--- src/design/skf_pkg.sv ---
// Shared types and constants for the scalar Kalman filter core.
package skf_pkg;

   // Fixed-point word size and default fraction width
   localparam int DATA_W            = 32;
   localparam int DEFAULT_FRAC_BITS = 16;
   localparam int CSR_INDEX_W       = 2;

   // Control/status register indexes
   typedef enum logic [CSR_INDEX_W-1:0] {
      CSR_PROCESS_NOISE      = 2'd0,
      CSR_MEASUREMENT_NOISE  = 2'd1,
      CSR_INITIAL_ESTIMATE   = 2'd2,
      CSR_INITIAL_COVARIANCE = 2'd3
   } csr_index_type;

   // Update sequencer states
   typedef enum logic [2:0] {
      ST_IDLE,
      ST_DIV,
      ST_MUL_EST,
      ST_MUL_COV,
      ST_UPD_COV,
      ST_OUT
   } state_type;

endpackage

--- src/design/scalar_kalman_filter_core.sv ---
// Scalar Kalman filter core: iterative gain divider and one shared multiplier.
// Each req word passes the states ST_DIV, ST_MUL_EST, ST_MUL_COV, ST_UPD_COV and ST_OUT in order.
// The core takes no new req word until the previous one is done; the restoring gain
// divider runs first, then the shared multiplier is used twice.
// A finished word waits in the rsp register while the next req word is taken.
// Synchronous reset loads Q=0.0001, R=0.3, estimate 200.0 (saturated if it does not fit), covariance 1.0.
module scalar_kalman_filter_core #(
   parameter int FRAC_BITS = skf_pkg::DEFAULT_FRAC_BITS
) (
   input  logic                               clock,
   input  logic                               reset,
   // input channel
   input  logic                               req_valid,
   output logic                               req_ready,
   input  logic signed [skf_pkg::DATA_W-1:0]  req_measurement,
   // result channel
   output logic                               rsp_valid,
   input  logic                               rsp_ready,
   output logic signed [skf_pkg::DATA_W-1:0]  rsp_estimate,
   // register write port
   input  logic                               csr_write_enable,
   input  logic [skf_pkg::CSR_INDEX_W-1:0]    csr_index,
   input  logic [skf_pkg::DATA_W-1:0]         csr_write_data
);
   import skf_pkg::*;

   // Derived widths and reset constants
   localparam int GAIN_W  = FRAC_BITS + 1;
   localparam int MUL_A_W = FRAC_BITS + 2;
   localparam int MUL_B_W = DATA_W + 2;
   localparam int PROD_W  = MUL_A_W + MUL_B_W;
   localparam int CNT_W   = $clog2(FRAC_BITS + 1);
   localparam logic [GAIN_W-1:0] GAIN_ONE = {1'b1, {FRAC_BITS{1'b0}}};
   localparam logic [63:0] ONE_RAW  = 64'd1 << FRAC_BITS;
   localparam logic [63:0] Q_RAW    = (ONE_RAW + 64'd5000) / 64'd10000;
   localparam logic [63:0] R_RAW    = (64'd3 * ONE_RAW + 64'd5) / 64'd10;
   localparam logic [63:0] EST_RAW  = 64'd200 << FRAC_BITS;
   localparam logic [DATA_W-1:0] RESET_Q = Q_RAW[DATA_W-1:0];
   localparam logic [DATA_W-1:0] RESET_R = R_RAW[DATA_W-1:0];
   localparam logic [DATA_W-1:0] RESET_P = ONE_RAW[DATA_W-1:0];
   localparam logic [DATA_W-1:0] RESET_X =
      (EST_RAW > 64'h7FFF_FFFF) ? 32'h7FFF_FFFF : EST_RAW[DATA_W-1:0];

   state_type state_ff, state_in;

   logic [DATA_W-1:0]         q_ff, q_in;
   logic [DATA_W-1:0]         r_ff, r_in;
   logic [DATA_W-1:0]         x0_ff, x0_in;
   logic [DATA_W-1:0]         p0_ff, p0_in;
   logic signed [DATA_W-1:0]  est_ff, est_in;
   logic [DATA_W-1:0]         cov_ff, cov_in;
   logic signed [DATA_W-1:0]  z_ff, z_in;
   logic [DATA_W+1:0]         rem_ff, rem_in;
   logic [DATA_W:0]           den_ff, den_in;
   logic [GAIN_W-1:0]         gain_ff, gain_in;
   logic [CNT_W-1:0]          cnt_ff, cnt_in;
   logic signed [PROD_W-1:0]  prod_ff, prod_in;
   logic                      rsp_valid_ff, rsp_valid_in;
   logic signed [DATA_W-1:0]  rsp_estimate_ff, rsp_estimate_in;

   logic signed [MUL_A_W-1:0] mul_a;
   logic signed [MUL_B_W-1:0] mul_b;
   logic signed [MUL_B_W-1:0] diff;
   logic                      div_ge;
   logic [DATA_W+1:0]         rem_sub;
   logic signed [MUL_B_W-1:0] est_sum;
   logic [DATA_W:0]           cov_sum;
   logic                      out_free;
   logic [GAIN_W-1:0]         one_minus_gain;

   assign req_ready    = (state_ff == ST_IDLE);
   assign rsp_valid    = rsp_valid_ff;
   assign rsp_estimate = rsp_estimate_ff;
   assign out_free     = !rsp_valid_ff || rsp_ready;

   // Divider step: one quotient bit per cycle, zero gain when P+R is zero
   assign div_ge  = (den_ff != '0) && (rem_ff >= {1'b0, den_ff});
   assign rem_sub = div_ge ? (rem_ff - {1'b0, den_ff}) : rem_ff;

   // Shared multiplier operand select
   assign diff = {{2{z_ff[DATA_W-1]}}, z_ff} - {{2{est_ff[DATA_W-1]}}, est_ff};
   assign one_minus_gain = GAIN_ONE - gain_ff;
   always_comb begin
      if (state_ff == ST_MUL_COV) begin
         mul_a = {1'b0, one_minus_gain};
         mul_b = {2'b00, cov_ff};
      end else begin
         mul_a = {1'b0, gain_ff};
         mul_b = diff;
      end
   end
   assign prod_in = mul_a * mul_b;

   // Estimate and covariance post-multiply adds
   assign est_sum = {{2{est_ff[DATA_W-1]}}, est_ff} + prod_ff[FRAC_BITS+MUL_B_W-1:FRAC_BITS];
   assign cov_sum = {1'b0, prod_ff[FRAC_BITS+DATA_W-1:FRAC_BITS]} + {1'b0, q_ff};

   // Sequencer and datapath next values
   always_comb begin
      state_in        = state_ff;
      q_in            = q_ff;
      r_in            = r_ff;
      x0_in           = x0_ff;
      p0_in           = p0_ff;
      est_in          = est_ff;
      cov_in          = cov_ff;
      z_in            = z_ff;
      rem_in          = rem_ff;
      den_in          = den_ff;
      gain_in         = gain_ff;
      cnt_in          = cnt_ff;
      rsp_valid_in    = rsp_valid_ff && !rsp_ready;
      rsp_estimate_in = rsp_estimate_ff;

      // register writes, taken while idle by the user's rule; the block itself does not enforce it
      if (csr_write_enable) begin
         unique case (csr_index_type'(csr_index))
            CSR_PROCESS_NOISE:      q_in = csr_write_data;
            CSR_MEASUREMENT_NOISE:  r_in = csr_write_data;
            CSR_INITIAL_ESTIMATE: begin
               x0_in  = csr_write_data;
               est_in = csr_write_data;
            end
            CSR_INITIAL_COVARIANCE: begin
               p0_in  = csr_write_data;
               cov_in = csr_write_data;
            end
            default: ;
         endcase
      end

      unique case (state_ff)
         ST_IDLE: begin
            if (req_valid) begin
               z_in     = req_measurement;
               rem_in   = {2'b00, cov_ff};
               den_in   = {1'b0, cov_ff} + {1'b0, r_ff};
               gain_in  = '0;
               cnt_in   = CNT_W'(FRAC_BITS);
               state_in = ST_DIV;
            end
         end
         ST_DIV: begin
            gain_in = {gain_ff[GAIN_W-2:0], div_ge};
            rem_in  = {rem_sub[DATA_W:0], 1'b0};
            cnt_in  = cnt_ff - 1'b1;
            if (cnt_ff == '0) begin
               state_in = ST_MUL_EST;
            end
         end
         ST_MUL_EST: begin
            state_in = ST_MUL_COV;
         end
         ST_MUL_COV: begin
            est_in   = est_sum[DATA_W-1:0];
            state_in = ST_UPD_COV;
         end
         ST_UPD_COV: begin
            cov_in   = cov_sum[DATA_W] ? '1 : cov_sum[DATA_W-1:0];
            state_in = ST_OUT;
         end
         ST_OUT: begin
            if (out_free) begin
               rsp_valid_in    = 1'b1;
               rsp_estimate_in = est_ff;
               state_in        = ST_IDLE;
            end
         end
         default: state_in = ST_IDLE;
      endcase
   end

   // Control and filter state
   always_ff @(posedge clock) begin
      if (reset) begin
         state_ff     <= ST_IDLE;
         rsp_valid_ff <= 1'b0;
         q_ff         <= RESET_Q;
         r_ff         <= RESET_R;
         x0_ff        <= RESET_X;
         p0_ff        <= RESET_P;
         est_ff       <= RESET_X;
         cov_ff       <= RESET_P;
      end else begin
         state_ff     <= state_in;
         rsp_valid_ff <= rsp_valid_in;
         q_ff         <= q_in;
         r_ff         <= r_in;
         x0_ff        <= x0_in;
         p0_ff        <= p0_in;
         est_ff       <= est_in;
         cov_ff       <= cov_in;
      end
   end

   // Working registers, no reset needed
   always_ff @(posedge clock) begin
      z_ff            <= z_in;
      rem_ff          <= rem_in;
      den_ff          <= den_in;
      gain_ff         <= gain_in;
      cnt_ff          <= cnt_in;
      prod_ff         <= prod_in;
      rsp_estimate_ff <= rsp_estimate_in;
   end

   // Accepted word starts the divider
   assert property (@(posedge clock) disable iff (reset)
      (req_valid && req_ready) |=> (state_ff == ST_DIV))
      else $error("accepted word did not start gain division");

   // Gain never exceeds one
   assert property (@(posedge clock) disable iff (reset)
      (state_ff == ST_MUL_EST) |-> (gain_ff <= GAIN_ONE))
      else $error("gain above one");

   // Result loads the output register once it is free
   assert property (@(posedge clock) disable iff (reset)
      (state_ff == ST_OUT && out_free) |=> (rsp_valid_ff && state_ff == ST_IDLE))
      else $error("finished word not delivered");

   // Covariance after update includes process noise
   assert property (@(posedge clock) disable iff (reset)
      (state_ff == ST_UPD_COV && !csr_write_enable) |=> (cov_ff >= q_ff))
      else $error("covariance below process noise");

   // Busy sequencer never takes a word
   assert property (@(posedge clock) disable iff (reset)
      (state_ff != ST_IDLE) |-> !req_ready)
      else $error("ready while busy");

endmodule

--- config.mk ---
export PLATFORM = sky130hd
export DESIGN_NAME = scalar_kalman_filter_core
export DESIGN_NICKNAME = d
export VERILOG_FILES = /design/src/design/skf_pkg.sv /design/src/design/scalar_kalman_filter_core.sv
export SDC_FILE = /design/constraint.sdc
export NUM_CORES = 2
export LEC_CHECK = 0
export BUFFER_PORTS_ARGS = -buffer_cell sky130_fd_sc_hd__buf_2
export CORE_UTILIZATION = 55
export CTS_BUF_LIST = sky130_fd_sc_hd__clkbuf_4 sky130_fd_sc_hd__clkbuf_8
export DETAILED_ROUTE_END_ITERATION = 16
export PLACE_DENSITY = 0.72
export SYNTH_ARGS = -nofsm -noshare
export SYNTH_HDL_FRONTEND = slang
export SYNTH_SLANG_ARGS = --single-unit
--- constraint.sdc ---
create_clock -name clock -period 12.4 [get_ports clock]
set_input_delay 2.48 -clock clock [delete_from_list [all_inputs] [get_ports clock]]
set_output_delay 2.48 -clock clock [all_outputs]
set_load 0.005 [all_outputs]
==> impl_metrics.csv <==
group,metric,value,unit
floorplan,fp.dieW,264,um
clock_tree,hold_buffers,0,
timing,post-route-period-util,0.771,
clock_tree,clk_latency,0.61,ns
timing,finalHoldViolations,0,
timing,finalSetupViolCount,0,
timing,worst_slack,2.84,ns
clock_tree,clkTransAtPathRegs,0.06,ns
grt,grt_pass1_wl,175,mm
layout,nets,5219,
synthesis,synthCells,4304,
clock_tree,cts_tree,"built",
synthesis,synth-seq-cells,317,
timing,rsz0062_at_grt,"false",
placement,gp_congestion,0.962,
drt,vias,30800,
timing,hold_slack,0.462,ns
drt,viasPerCell,5.84,
placement,placed_cells,5180,
synthesis,synth-seq-area-share,0.209,
synthesis,async_flop_share,0,
timing,fmax,105,MHz
critical_path,critical_path_buf_inv_count,7,
drt,drc,0,
timing,fin_skew,0.0289,ns
synthesis,synth_edf_count,153,
placement,dp_hpwl,87.4,mm
critical_path,r2r-end,"prod_ff[44]$_DFF_P_",
critical_path,path_common_cell,"fa_1",
run,max_cap_violations,0,
clock_tree,htreeDepth,2,
critical_path,crit_arrival,10.04,ns
clock_tree,cts_max_path_buffers,3,
drt,first_pass_iters,6,
drt,wl_per_cell,21.1,um
layout,layoutNonFillerInstCount,5270,
grt,grt_pass1_vias,30400,
grt,grt-ovfl-total,0,
layout,layout_common_cells,"716 x inv_1, 558 x nand2_1, 519 x fa_1, 456 x nor2_1, 272 x ha_1",
floorplan,rows,95,
clock_tree,cts-root-buf,"clkbuf_8",
grt,antenna_found_initial,1,
critical_path,worstSetupPathType,"flop to flop",
layout,fill_cells,6037,
synthesis,syn_area,37700,um2
timing,min_period,9.56,ns
floorplan,die_h,264,um
critical_path,rr_startpoint,"gain_ff[0]$_SDFFCE_PN0P_",
drt,drtIter0Drc,2842,
critical_path,rrSetupSlack,2.84,ns
synthesis,synth_nets,5166,
clock_tree,postCtsSetupRepairBufs,0,
critical_path,startpoint_type,"flop",
synthesis,synth_warnings,0,
critical_path,critPathMaxStageDelay,1.07,ns
drt,antenna_left,0,
floorplan,num_io_pins,105,
grt,grt_usage,0.325,
critical_path,critPathTopFamily,"adder cells",
timing,drv_slew,0,
synthesis,yosysUniqueCellTypes,75,
layout,drive_gt1_frac,0.0728,
critical_path,crit_fanout,22,
synthesis,syn_avg_cell_area,8.77,um2
timing,setup_tns,0,ns
synthesis,synth_flop_cell,"dfxtp_1",
clock_tree,cts_inserted_buffers,48,
status,outcome,"finished, final reports clean",
layout,final_common_cell,"inv_1",
hold_path,holdPathEnd,"q_ff[31]$_SDFFE_PP0P_",
hold_path,hp-start,"q_ff[31]$_SDFFE_PP0P_",
critical_path,ff2ff_path_depth,29,
hold_path,hold-path-cell-count,2,
floorplan,start_util,0.559,
timing,worst_slew_pin_slew,1.34,ns
grt,grt_max_degree,68,
critical_path,worstSetupEndpointType,"flop",
floorplan,core_area,67500,um2
hold_path,hold_class,"flop to flop",
layout,area_growth,7.11,%
critical_path,required,12.88,ns
drt,drt-total-wl,111,mm
placement,dp_slack,3.09,ns
critical_path,cp_slowest_cell,"xor2_1",
timing,relSlewSlack,0.101,
clock_tree,cts.sinks,317,
clock_tree,cts_resized,0,
placement,io_buffers,104,
floorplan,die-area,69600,um2
-- stage by stage --
step | area, um2 | utilization
global placement | 39400 | 0.583
floorplan | 37700 | -
CTS | 40400 | 0.598
finish | 40400 | 0.598
global route | 40400 | 0.598
detailed placement | 39400 | 0.583
-- synth_stat cells (all sizes together), types with 15 or more instances --
library cell / n / area share
inv: 716 / 0.071
nand2: 558 / 0.056
fa: 519 / 0.28
nor2: 458 / 0.046
ha: 272 / 0.090
a21oi: 256 / 0.034
dfxtp: 164 / 0.087
edfxtp: 153 / 0.12
o21ai: 148 / 0.020
clkbuf: 140 / 0.014
xnor2: 133 / 0.031
a21o: 85 / 0.017
xor2: 64 / 0.015
mux2i: 56 / 0.015
o21a: 46 / 0.0092
nand2b: 41 / 0.0068
nand3: 41 / 0.0054
nor3: 41 / 0.0054
a211oi: 37 / 0.0075
o221ai: 33 / 0.0077
or2: 26 / 0.0043
and2: 25 / 0.0041
and3: 23 / 0.0038
nor2b: 22 / 0.0036
o21bai: 20 / 0.0040
a31oi: 19 / 0.0032
buf: 16 / 0.0019
o211ai: 16 / 0.0032
nand3b: 15 / 0.0030
nand4: 15 / 0.0025
-- layout make-up --
type	instances	area [um2]	share of cell area
Clock inverter	15	104	0.00257
Antenna cell	2	5.00	0.000124
Timing Repair Buffer	159	936	0.0232
Multi-Input combinational cell	3114	26800	0.663
Tap cell	873	1090	0.0270
Clock buffer	73	923	0.0229
Sequential cell	317	7880	0.195
Inverter	717	2690	0.0666
-- layer usage --
| metal | vias up | global-route usage | share of wire |
|---|---|---|---|
| met3 | 310 | 0.0657 | 0.097 |
| met4 | 4 | 0.122 | 0.043 |
| met5 | - | 0 | 0.00028 |
| met1 | 15000 | 0.438 | 0.40 |
| li1 | 14000 | - | - |
| met2 | 1449 | 0.519 | 0.45 |
-- cell families after synthesis --
family | Yosys count | share of synthesized area
buffers and inverters | 873 | 0.0872
DFF | 317 | 0.209
AOI/OAI and AO/OA | 749 | 0.126
xor gates and xnor gates | 197 | 0.0457
and+or+nand+nor | 1312 | 0.149
adders and majority gates | 791 | 0.366
muxes | 65 | 0.0175
-- tightest hold or removal path: stages (launching register included) --
cell     delay [ns]
dfxtp_1        0.31
nand2_1        0.05
a21oi_1        0.05
-- flip-flops by register name (all words and copies together), names as in the netlist --
register,cells
cnt_ff,5
cov_ff,32
den_ff,33
est_ff,32
gain_ff,17
prod_ff,32
q_ff,32
r_ff,32
rem_ff,34
rsp_estimate,32
rsp_valid,1
state_ff,3
z_ff,32
-- how the worst max path moves through the flow --
stage | start | to | slack, ns | cells past startpoint
floorplan | gain_ff[3]$_SDFFCE_PN0P_ | prod_ff[44]$_DFF_P_ | 4.29 | 31
global placement | state_ff[1]$_SDFFE_PP0P_ | prod_ff[44]$_DFF_P_ | 3.20 | 25
detailed placement | state_ff[0]$_SDFFE_PP0P_ | prod_ff[44]$_DFF_P_ | 3.09 | 25
CTS | state_ff[0]$_SDFFE_PP0P_ | prod_ff[44]$_DFF_P_ | 3.02 | 25
global route | state_ff[0]$_SDFFE_PP0P_ | prod_ff[44]$_DFF_P_ | 2.43 | 25
finish | gain_ff[0]$_SDFFCE_PN0P_ | prod_ff[44]$_DFF_P_ | 2.84 | 29
Power is not shown: default switching activity piles up to over one toggle a cycle in this logic, so the estimate is an artifact.
